$ cat config.mk
export PLATFORM = sky130hd
export DESIGN_NAME = calendar_date_details
export DESIGN_NICKNAME = d
export VERILOG_FILES = /design/src/design/cdd_pkg.sv /design/src/design/cdd_mod7.sv /design/src/design/calendar_date_details.sv
export SDC_FILE = /design/constraint.sdc
export NUM_CORES = 1
export LEC_CHECK = 0
export ABC_AREA = 1
export BUFFER_PORTS_ARGS = -buffer_cell sky130_fd_sc_hd__buf_2
export CAP_MARGIN = 20
export CORE_AREA = 2 2 254 181
export DETAILED_ROUTE_END_ITERATION = 10
export DIE_AREA = 0 0 256 183
export PLACE_DENSITY = 0.64
export SLEW_MARGIN = 20
export SYNTH_ARGS = -nofsm -noshare
export SYNTH_HDL_FRONTEND = slang
export SYNTH_HIERARCHICAL = 1
export SYNTH_SLANG_ARGS = --single-unit
$ cat constraint.sdc
create_clock -name clk -period 4.9 [get_ports clk]
set_input_delay 0.245 -clock clk [delete_from_list [all_inputs] [get_ports clk]]
set_output_delay 0.245 -clock clk [all_outputs]
set_load 0.01 [all_outputs]
$ cat src/design/cdd_pkg.sv
// ----------------------------------------------------------------------------
// cdd_pkg
// Widths, constants and calendar tables shared by the date details pipeline.
// ----------------------------------------------------------------------------
package cdd_pkg;

  localparam int YEAR_W  = 14;
  localparam int MONTH_W = 4;
  localparam int DAY_W   = 5;
  localparam int WD_W    = 3;
  localparam int DOY_W   = 9;
  // year shifted up by 400 for the weekday sum
  localparam int YY_W    = 15;
  // quotient of the shifted year (at most 16783) by 100
  localparam int Q_W     = 8;
  localparam int SUM_W   = 15;

  // x / 100 == (x * DIV100_MUL) >> DIV100_SH, exact for x < 2**15
  localparam int DIV100_MUL_W = 13;
  localparam logic [DIV100_MUL_W-1:0] DIV100_MUL = 13'd5243;
  localparam int DIV100_SH = 19;

  localparam logic [YY_W-1:0]    YEAR_SHIFT = 15'd400;
  localparam logic [MONTH_W-1:0] MONTH_FEB  = 4'd2;
  localparam logic [MONTH_W-1:0] MONTH_DEC  = 4'd12;
  localparam logic [WD_W-1:0]    WD_FRIDAY  = 3'd5;
  localparam logic [WD_W-1:0]    WD_SATURDAY = 3'd6;
  localparam logic [WD_W-1:0]    WD_MOD     = 3'd7;
  localparam logic [DOY_W-1:0]   DAYS_COMMON = 9'd365;
  localparam logic [DOY_W-1:0]   DAYS_LEAP   = 9'd366;

  // days before the first of the month, common year
  function automatic logic [DOY_W-1:0] days_before(input logic [MONTH_W-1:0] m);
    logic [DOY_W-1:0] d;
    case (m)
      4'd1:    d = 9'd0;
      4'd2:    d = 9'd31;
      4'd3:    d = 9'd59;
      4'd4:    d = 9'd90;
      4'd5:    d = 9'd120;
      4'd6:    d = 9'd151;
      4'd7:    d = 9'd181;
      4'd8:    d = 9'd212;
      4'd9:    d = 9'd243;
      4'd10:   d = 9'd273;
      4'd11:   d = 9'd304;
      4'd12:   d = 9'd334;
      default: d = 9'd0;
    endcase
    return d;
  endfunction

  // month length; zero for a month number outside 1..12
  function automatic logic [DAY_W-1:0] month_days(input logic [MONTH_W-1:0] m,
                                                  input logic leap);
    logic [DAY_W-1:0] d;
    case (m)
      4'd1, 4'd3, 4'd5, 4'd7, 4'd8, 4'd10, 4'd12: d = 5'd31;
      4'd4, 4'd6, 4'd9, 4'd11:                  d = 5'd30;
      4'd2:    d = leap ? 5'd29 : 5'd28;
      default: d = 5'd0;
    endcase
    return d;
  endfunction

  // (31 * mm) / 12 for the shifted month number mm
  function automatic logic [DAY_W-1:0] month_term(input logic [MONTH_W-1:0] mm);
    logic [DAY_W-1:0] t;
    case (mm)
      4'd1:    t = 5'd2;
      4'd2:    t = 5'd5;
      4'd3:    t = 5'd7;
      4'd4:    t = 5'd10;
      4'd5:    t = 5'd12;
      4'd6:    t = 5'd15;
      4'd7:    t = 5'd18;
      4'd8:    t = 5'd20;
      4'd9:    t = 5'd23;
      4'd10:   t = 5'd25;
      4'd11:   t = 5'd28;
      4'd12:   t = 5'd31;
      default: t = 5'd0;
    endcase
    return t;
  endfunction

endpackage

$ cat src/design/cdd_mod7.sv
// ----------------------------------------------------------------------------
// cdd_mod7
// Residue of the weekday sum modulo 7 by folding octal digits (8 == 1 mod 7).
// ----------------------------------------------------------------------------
module cdd_mod7
  import cdd_pkg::*;
(
  input  logic [SUM_W-1:0] sum,
  output logic [WD_W-1:0]  residue
);

  logic [5:0] fold1;
  logic [3:0] fold2;
  logic [3:0] fold3;

  always_comb begin
    fold1 = 6'(sum[14:12]) + 6'(sum[11:9]) + 6'(sum[8:6]) + 6'(sum[5:3])
          + 6'(sum[2:0]);
    fold2 = 4'(fold1[5:3]) + 4'(fold1[2:0]);
    fold3 = 4'(fold2[3]) + 4'(fold2[2:0]);
    // fold3 is at most 7 here
    if (fold3 >= 4'(WD_MOD)) begin
      residue = WD_W'(fold3 - 4'(WD_MOD));
    end else begin
      residue = fold3[WD_W-1:0];
    end
  end

endmodule

$ cat src/design/calendar_date_details.sv
// ----------------------------------------------------------------------------
// calendar_date_details
// Gregorian date to weekday, leap flag, weekend flags and days remaining.
// ----------------------------------------------------------------------------
// Takes one date per cycle while out_stall is low, and returns its result
// through four register stages: month shift and shifted year, the
// two divide-by-100 reciprocal multiplies, the leap test with the weekday sum
// and day-of-year, and the mod-7 fold into the output register. A stage
// advances whenever the stage after it is empty or moving, so a stall on the
// output fills the pipe before in_stall rises and nothing is dropped. An
// invalid month or day gives date_invalid high with every other field zero.
module calendar_date_details
  import cdd_pkg::*;
(
  input  logic                clk,
  input  logic                rst_n,
  input  logic                in_valid,
  output logic                in_stall,
  input  logic [YEAR_W-1:0]   in_year,
  input  logic [MONTH_W-1:0]  in_month,
  input  logic [DAY_W-1:0]    in_day,
  output logic                out_valid,
  input  logic                out_stall,
  output logic [WD_W-1:0]     out_weekday,
  output logic                out_leap_year,
  output logic                out_end_of_week,
  output logic                out_weekend,
  output logic                out_business_day,
  output logic [WD_W-1:0]     out_days_to_week_end,
  output logic [DAY_W-1:0]    out_days_to_month_end,
  output logic [DOY_W-1:0]    out_days_to_year_end,
  output logic                out_date_invalid
);

  localparam int PY_W  = YEAR_W + DIV100_MUL_W;
  localparam int PYY_W = YY_W + DIV100_MUL_W;

  // stage enables, back to front
  logic en1, en2, en3, en4;

  // ---------------- stage 1: shifted month and year ----------------
  logic                s1_valid_r;
  logic [YEAR_W-1:0]   s1_year_r;
  logic [MONTH_W-1:0]  s1_month_r;
  logic [DAY_W-1:0]    s1_day_r;
  logic [YY_W-1:0]     s1_yy_r, s1_yy_nxt;
  logic [MONTH_W-1:0]  s1_mm_r, s1_mm_nxt;
  logic                jan_feb;

  // ---------------- stage 2: quotients by 100 ----------------
  logic                s2_valid_r;
  logic [YEAR_W-1:0]   s2_year_r;
  logic [MONTH_W-1:0]  s2_month_r;
  logic [DAY_W-1:0]    s2_day_r;
  logic [YY_W-1:0]     s2_yy_r;
  logic [MONTH_W-1:0]  s2_mm_r;
  logic [Q_W-1:0]      s2_qy_r, s2_qy_nxt;
  logic [Q_W-1:0]      s2_qyy_r, s2_qyy_nxt;
  logic [PY_W-1:0]     prod_y;
  logic [PYY_W-1:0]    prod_yy;

  // ---------------- stage 3: leap, sum, remaining days ----------------
  logic                s3_valid_r;
  logic [SUM_W-1:0]    s3_sum_r, s3_sum_nxt;
  logic                s3_leap_r, s3_leap_nxt;
  logic                s3_invalid_r, s3_invalid_nxt;
  logic [DAY_W-1:0]    s3_dtme_r, s3_dtme_nxt;
  logic [DOY_W-1:0]    s3_dtye_r, s3_dtye_nxt;
  logic                cent;
  logic [DAY_W-1:0]    dim;
  logic [DOY_W-1:0]    doy;

  // ---------------- stage 4: output register ----------------
  logic                out_valid_r;
  logic [WD_W-1:0]     wd;
  logic [WD_W-1:0]     weekday_r, weekday_nxt;
  logic                leap_r, leap_nxt;
  logic                eow_r, eow_nxt;
  logic                wkend_r, wkend_nxt;
  logic                busy_r, busy_nxt;
  logic [WD_W-1:0]     dtwe_r, dtwe_nxt;
  logic [DAY_W-1:0]    dtme_r, dtme_nxt;
  logic [DOY_W-1:0]    dtye_r, dtye_nxt;
  logic                invalid_r, invalid_nxt;

  assign en4 = !out_valid_r || !out_stall;
  assign en3 = !s3_valid_r  || en4;
  assign en2 = !s2_valid_r  || en3;
  assign en1 = !s1_valid_r  || en2;
  assign in_stall = !en1;

  always_ff @(posedge clk) begin
    if (!rst_n) begin
      s1_valid_r  <= 1'b0;
      s2_valid_r  <= 1'b0;
      s3_valid_r  <= 1'b0;
      out_valid_r <= 1'b0;
    end else begin
      if (en1) s1_valid_r  <= in_valid;
      if (en2) s2_valid_r  <= s1_valid_r;
      if (en3) s3_valid_r  <= s2_valid_r;
      if (en4) out_valid_r <= s3_valid_r;
    end
  end

  // stage 1
  always_comb begin
    jan_feb   = (in_month <= MONTH_FEB);
    s1_yy_nxt = YY_W'(in_year) + YEAR_SHIFT - YY_W'(jan_feb);
    s1_mm_nxt = jan_feb ? (in_month + 4'd10) : (in_month - 4'd2);
  end

  always_ff @(posedge clk) begin
    if (en1) begin
      s1_year_r  <= in_year;
      s1_month_r <= in_month;
      s1_day_r   <= in_day;
      s1_yy_r    <= s1_yy_nxt;
      s1_mm_r    <= s1_mm_nxt;
    end
  end

  // stage 2
  always_comb begin
    prod_y     = PY_W'(s1_year_r) * PY_W'(DIV100_MUL);
    prod_yy    = PYY_W'(s1_yy_r) * PYY_W'(DIV100_MUL);
    s2_qy_nxt  = prod_y[DIV100_SH +: Q_W];
    s2_qyy_nxt = prod_yy[DIV100_SH +: Q_W];
  end

  always_ff @(posedge clk) begin
    if (en2) begin
      s2_year_r  <= s1_year_r;
      s2_month_r <= s1_month_r;
      s2_day_r   <= s1_day_r;
      s2_yy_r    <= s1_yy_r;
      s2_mm_r    <= s1_mm_r;
      s2_qy_r    <= s2_qy_nxt;
      s2_qyy_r   <= s2_qyy_nxt;
    end
  end

  // stage 3
  always_comb begin
    cent = (YY_W'(s2_year_r) == YY_W'(s2_qy_r) * YY_W'(100));
    s3_leap_nxt = (s2_year_r[1:0] == 2'd0 && !cent) || (cent && s2_qy_r[1:0] == 2'd0);
    dim = month_days(s2_month_r, s3_leap_nxt);
    s3_invalid_nxt = (dim == '0) || (s2_day_r == '0) || (s2_day_r > dim);
    doy = days_before(s2_month_r) + DOY_W'(s2_day_r)
        + DOY_W'(s3_leap_nxt && s2_month_r > MONTH_FEB);
    s3_dtme_nxt = dim - s2_day_r;
    s3_dtye_nxt = (s3_leap_nxt ? DAYS_LEAP : DAYS_COMMON) - doy;
    s3_sum_nxt  = SUM_W'(s2_day_r) + s2_yy_r + SUM_W'(s2_yy_r >> 2)
                - SUM_W'(s2_qyy_r) + SUM_W'(s2_qyy_r >> 2)
                + SUM_W'(month_term(s2_mm_r));
  end

  always_ff @(posedge clk) begin
    if (en3) begin
      s3_sum_r     <= s3_sum_nxt;
      s3_leap_r    <= s3_leap_nxt;
      s3_invalid_r <= s3_invalid_nxt;
      s3_dtme_r    <= s3_dtme_nxt;
      s3_dtye_r    <= s3_dtye_nxt;
    end
  end

  // stage 4
  cdd_mod7 u_mod7 (
    .sum     (s3_sum_r),
    .residue (wd)
  );

  always_comb begin
    invalid_nxt = s3_invalid_r;
    weekday_nxt = '0;
    leap_nxt    = 1'b0;
    eow_nxt     = 1'b0;
    wkend_nxt   = 1'b0;
    busy_nxt    = 1'b0;
    dtwe_nxt    = '0;
    dtme_nxt    = '0;
    dtye_nxt    = '0;
    if (!s3_invalid_r) begin
      weekday_nxt = wd;
      leap_nxt    = s3_leap_r;
      eow_nxt     = (wd == WD_SATURDAY);
      wkend_nxt   = (wd == WD_FRIDAY) || (wd == WD_SATURDAY);
      busy_nxt    = !wkend_nxt;
      dtwe_nxt    = WD_SATURDAY - wd;
      dtme_nxt    = s3_dtme_r;
      dtye_nxt    = s3_dtye_r;
    end
  end

  always_ff @(posedge clk) begin
    if (en4) begin
      weekday_r <= weekday_nxt;
      leap_r    <= leap_nxt;
      eow_r     <= eow_nxt;
      wkend_r   <= wkend_nxt;
      busy_r    <= busy_nxt;
      dtwe_r    <= dtwe_nxt;
      dtme_r    <= dtme_nxt;
      dtye_r    <= dtye_nxt;
      invalid_r <= invalid_nxt;
    end
  end

  assign out_valid             = out_valid_r;
  assign out_weekday           = weekday_r;
  assign out_leap_year         = leap_r;
  assign out_end_of_week       = eow_r;
  assign out_weekend           = wkend_r;
  assign out_business_day      = busy_r;
  assign out_days_to_week_end  = dtwe_r;
  assign out_days_to_month_end = dtme_r;
  assign out_days_to_year_end  = dtye_r;
  assign out_date_invalid      = invalid_r;

`ifndef ASSERT_OFF
  // input side only backs up once every stage holds a transfer
  a_stall_full: assert property (@(posedge clk) disable iff (!rst_n)
    in_stall |-> (out_valid_r && s3_valid_r && s2_valid_r && s1_valid_r))
    else $error("in_stall raised with a bubble in the pipe");

  // an invalid date carries no other information
  a_invalid_zero: assert property (@(posedge clk) disable iff (!rst_n)
    (out_valid_r && invalid_r) |-> (weekday_r == '0 && !leap_r && !busy_r
      && dtme_r == '0 && dtye_r == '0 && dtwe_r == '0))
    else $error("invalid date with nonzero fields");

  a_week_sum: assert property (@(posedge clk) disable iff (!rst_n)
    (out_valid_r && !invalid_r) |-> (weekday_r <= WD_SATURDAY
      && 4'(weekday_r) + 4'(dtwe_r) == 4'(WD_SATURDAY)))
    else $error("weekday and days to week end disagree");

  a_flags: assert property (@(posedge clk) disable iff (!rst_n)
    (out_valid_r && !invalid_r) |-> (busy_r != wkend_r && (!eow_r || wkend_r)))
    else $error("weekend flags inconsistent");

  // a stalled stage three holds its transfer into the next cycle
  a_s3_hold: assert property (@(posedge clk) disable iff (!rst_n)
    (s3_valid_r && !en3) |=> (s3_valid_r && $stable(s3_sum_r)))
    else $error("stage three lost a held transfer");
`endif

endmodule

==> results.txt <==
- Clk Latency, worst-skew pair: ~0.44 ns
- By startpoint and endpoint, the worst setup path is classified as flip-flop to flip-flop.
- Fraction of the mapped netlist area in simple logic gates: 10.79%
- Kind of end point of the critical path: flip-flop
* Adder-cell area share of the yosys netlist: a little over two fifths
- Excluding fillers, the count of instances in the completed layout stands at approximately 2.6k.
- Aggregate routed wire length: 36.32 mm
* Total clock sinks: 171
- Layout cells sized above 1: between 10% and 20%
- Reg clk slew, reported paths: about 0.08 ns
- The flow ran to the end, and the final reports show no timing, DRC or antenna violations.
- After routing the design area is around 20,000 um2.
- Synth warnings: 6
- The congestion estimate from routability-driven global placement came to 0.8750.
* Cells after Synth: 1,793
- Minimum clock period: 4.867 ns
- Total number of H-tree levels: 4
- Path class of the lowest-slack min-delay path: input port to flip-flop
* TritonCTS clock tree: done
* Largest net degree at the start of global routing: 45
- Data on the critical path arrives at its endpoint at just over 5 ns.
- For this run, the leading register cell type out of synthesis is sky130_fd_sc_hd__edfxtp_1.
- 54 I/O pins were placed.
* Buffer depth of the longest clock path: 2
- The layout has 4,194 filler cells.
* Count of state elements after synthesis: 171
* Overall die area: roughly 47,000 um2
* Area taken by multi-input logic gates: between 10,000 and 15,000 um2
- Setup violations remaining at the end of the flow were counted as 0.
* Number of antenna cells inserted: 0
- Crit start category: flip-flop
* Worst-path fanout max: 4
- Crit share post-route: around 99%
* # Max-Cap Violations: 0
- Number of antenna violations at the first check in global routing: 1
- In the global route stage, overall resource usage came out at between 10% and 20%.
- Unrepaired setup endpoints after global routing: yes
- Avg Cell Area, Syn: roughly 9.8 um2
* Slew at the pin closest to its max-slew limit: about 1 ns
* GR Overflow Total: 0
- Slew HR: between 30% and 40%
- Seq/Total Area, Yosys: about 28%
* Overall via count from detail_route: 11.93k
- Least setup slack across all paths after layout: ~0.033 ns
- CTS placed an instance of sky130_fd_sc_hd__clkbuf_16 at the clock tree root.
- Fraction of registers with async set/reset: 0%
* Starting DRC count in detailed routing: 700
- Total number of placement rows: 65
- The number of nets handed over by synthesis was around 2.3k.
- Cell count after placement: 2,501
- The tightest hold path in the finished design has a slack of about 0.028 ns.
- Post-Synth XOR/XNOR Area: under 10%
* # port buffers: 53
* Pre-CTS worst setup slack: -0.2847 ns
* Number of enable-type register cells in the synthesized netlist: between 150 and 200
* Required time reported for the critical path endpoint: 5.08 ns
- Summing the areas of all compound-gate instances in the mapped netlist gives about 5.4% of the synthesized area.
- After synthesis, the share of cell area in mux cells is 0%.
- After detailed routing, the number of remaining DRC violations is 0.
- Detailed placement ended at an HPWL of about 31 mm.
- Standard cell area after detailed placement: approximately 19,000 um2
* Footprint of the flip-flops and latches: ~5000 um2
- In this run the remaining antenna-violating nets after routing total 0.
* Initial Util: around two fifths
* Upper clock frequency limit: 205.5 MHz
* Net count reported at finish: 2,472
* Number of global-route vias before repair: between 10k and 15k
- Core Area: approximately 44,000 um2
- Wire length of the first global-routing pass: roughly 61 mm
* Synth-to-layout area growth: 16.44%
* Number of max-slew violations in the final report: 0
- The synthesized netlist contains 45 unique library cells.
- Die height: roughly 180 um
- From left edge to right edge, the die measures ~260 um.
- Dominant combinational cell family by area after synthesis: adder cells
- Number of endpoints with negative hold slack in the final report: 0
- Dividing the detail-routed via count by the number of cells gives 4.642.
- Number of buffers inserted during clock tree synthesis: 17
- Clock Skews: about 0.014 ns
* First-pass iteration count of the detailed router: 5
- Wire per inst: about 14 um
* Combined area of all synthesized cells: 17,570 um2
-- sequential cells by signal (all words and copies together) (netlist names), 2 cells and up, named ones only --
name / flops
s1_year_r: 14
s2_mm_r: 3
s2_year_r: 14
s2_yy_r: 15
s2_month_r: 4
s1_mm_r: 3
out_days_to_month_end: 5
s2_day_r: 5
out_weekday: 3
s3_dtye_r: 9
out_days_to_week_end: 2
out_days_to_year_end: 9
s1_yy_r: 15
s1_day_r: 5
s3_sum_r: 15
s1_month_r: 4
s2_qy_r: 8
s3_dtme_r: 5
s2_qyy_r: 8
-- logic make-up (layout without fill, tap and decap cells) --
kind of cell	Yosys count	after routing
adders and majority gates	491	491
and+or+nand+nor	435	435
AOI/OAI and AO/OA	162	162
xor gates and xnor gates	63	63
buffers and inverters	471	645
DFF	171	171
-- area by class of cell --
type	count	area share, %
clock buffers	17	2.079
clock inverters	15	0.8010
inverters	467	8.578
multi-input cells	1151	55.71
flip-flops and latches	171	24.21
well taps	603	3.687
repair buffers	146	4.928
-- worst max-delay path, stage by stage (launching register included) --
cell and delay [ns]:
sky130_fd_sc_hd__edfxtp_1 0.40, sky130_fd_sc_hd__fa_1 0.56, sky130_fd_sc_hd__fa_1 0.43, sky130_fd_sc_hd__fa_1 0.50, sky130_fd_sc_hd__ha_2 0.19, sky130_fd_sc_hd__inv_1 0.06
sky130_fd_sc_hd__fa_2 0.42, sky130_fd_sc_hd__xnor2_2 0.15, sky130_fd_sc_hd__ha_2 0.19, sky130_fd_sc_hd__fa_2 0.58, sky130_fd_sc_hd__ha_4 0.22, sky130_fd_sc_hd__ha_4 0.17
sky130_fd_sc_hd__nand3_4 0.07, sky130_fd_sc_hd__nand2_2 0.07, sky130_fd_sc_hd__nand2_2 0.06, sky130_fd_sc_hd__nand2_2 0.07, sky130_fd_sc_hd__buf_6 0.12, sky130_fd_sc_hd__ha_4 0.15
sky130_fd_sc_hd__o21ai_2 0.14, sky130_fd_sc_hd__nor2_1 0.05
-- cell usage in the layout, fill, tap and decap left out, drive strengths merged, types with 16 or more instances in the layout --
cell | synthesis | routed
fa | 172 | 172
dfxtp | 18 | 18
buf | 1 | 137
clkbuf | 3 | 17
a21oi | 66 | 66
inv | 467 | 477
nand2 | 227 | 227
nand3 | 63 | 63
ha | 319 | 319
nor2 | 93 | 93
xor2 | 42 | 42
nor3 | 18 | 18
edfxtp | 153 | 153
nand4 | 16 | 16
o21ai | 52 | 52
xnor2 | 21 | 21
-- worst paths after layout --
check	cells after the start	slack, ns	from	to
worst max-delay path	19	0.03	s3_sum_r[7]$_DFFE_PP_	out_weekend$_SDFFCE_PP0P_
worst min-delay path	1	0.03	in_year[11]	s1_year_r[11]$_DFFE_PN_
worst max register to register	19	0.03	s3_sum_r[7]$_DFFE_PP_	out_weekend$_SDFFCE_PP0P_
worst min register to register	0	0.42	s1_day_r[1]$_DFFE_PN_	s2_day_r[1]$_DFFE_PN_
-- metal layers --
layer	wire length, um	up-vias	GRT usage, %	part of all wire [%]
met2	15010	200	23.23	41
met3	1745	16	3.331	4.8
met5	0	-	0	0
li1	-	6043	-	-
met1	19280	5671	25.35	53
met4	283	0	2.620	0.78
-- repair_timing --
item                       in CTS  in global routing
hold buffers                    9                  0
hold endpoints to repair        9                  0
setup endpoints to repair       8                 18
gates resized for setup        40                 79
buffers inserted                3                 25
pin swaps                      31                 45
-- synth_stat cells, drive strengths merged (2+ instances only) --
| library cell | count | area, um2 |
|---|---|---|
| o21ai | 52 | 297.8 |
| xor2 | 42 | 367.9 |
| o221ai | 2 | 17.52 |
| ha | 319 | 3991 |
| nor4 | 2 | 12.51 |
| inv | 467 | 1753 |
| dfxtp | 18 | 360.4 |
| o21bai | 8 | 60.06 |
| nand3b | 6 | 48.80 |
| o21a | 7 | 52.55 |
| a21oi | 66 | 330.3 |
| fa | 172 | 3443 |
| o31ai | 3 | 22.52 |
| xnor2 | 21 | 183.9 |
| clkbuf | 3 | 21.27 |
| a21boi | 4 | 30.02 |
| nand3 | 63 | 330.3 |
| or2 | 9 | 56.30 |
| nor2 | 93 | 356.6 |
| edfxtp | 153 | 4594 |
| nor3 | 18 | 105.1 |
| o211ai | 2 | 15.01 |
| a21o | 7 | 52.55 |
| a31oi | 7 | 43.79 |
| nand2 | 227 | 879.6 |
| nand4 | 16 | 100.1 |
-- metrics by stage --
step	setup TNS (ns)	utilization, %
finish	0	46.00
floorplan	0	-
CTS	-0.03603	44.70
detailed placement	-1.441	42.69
global placement	-0.6034	42.66
global route	-1.477	46.00
Power is left out: the tool's default activity adds up to more than one toggle a clock period on the data nets, which glitch-free logic cannot reach.
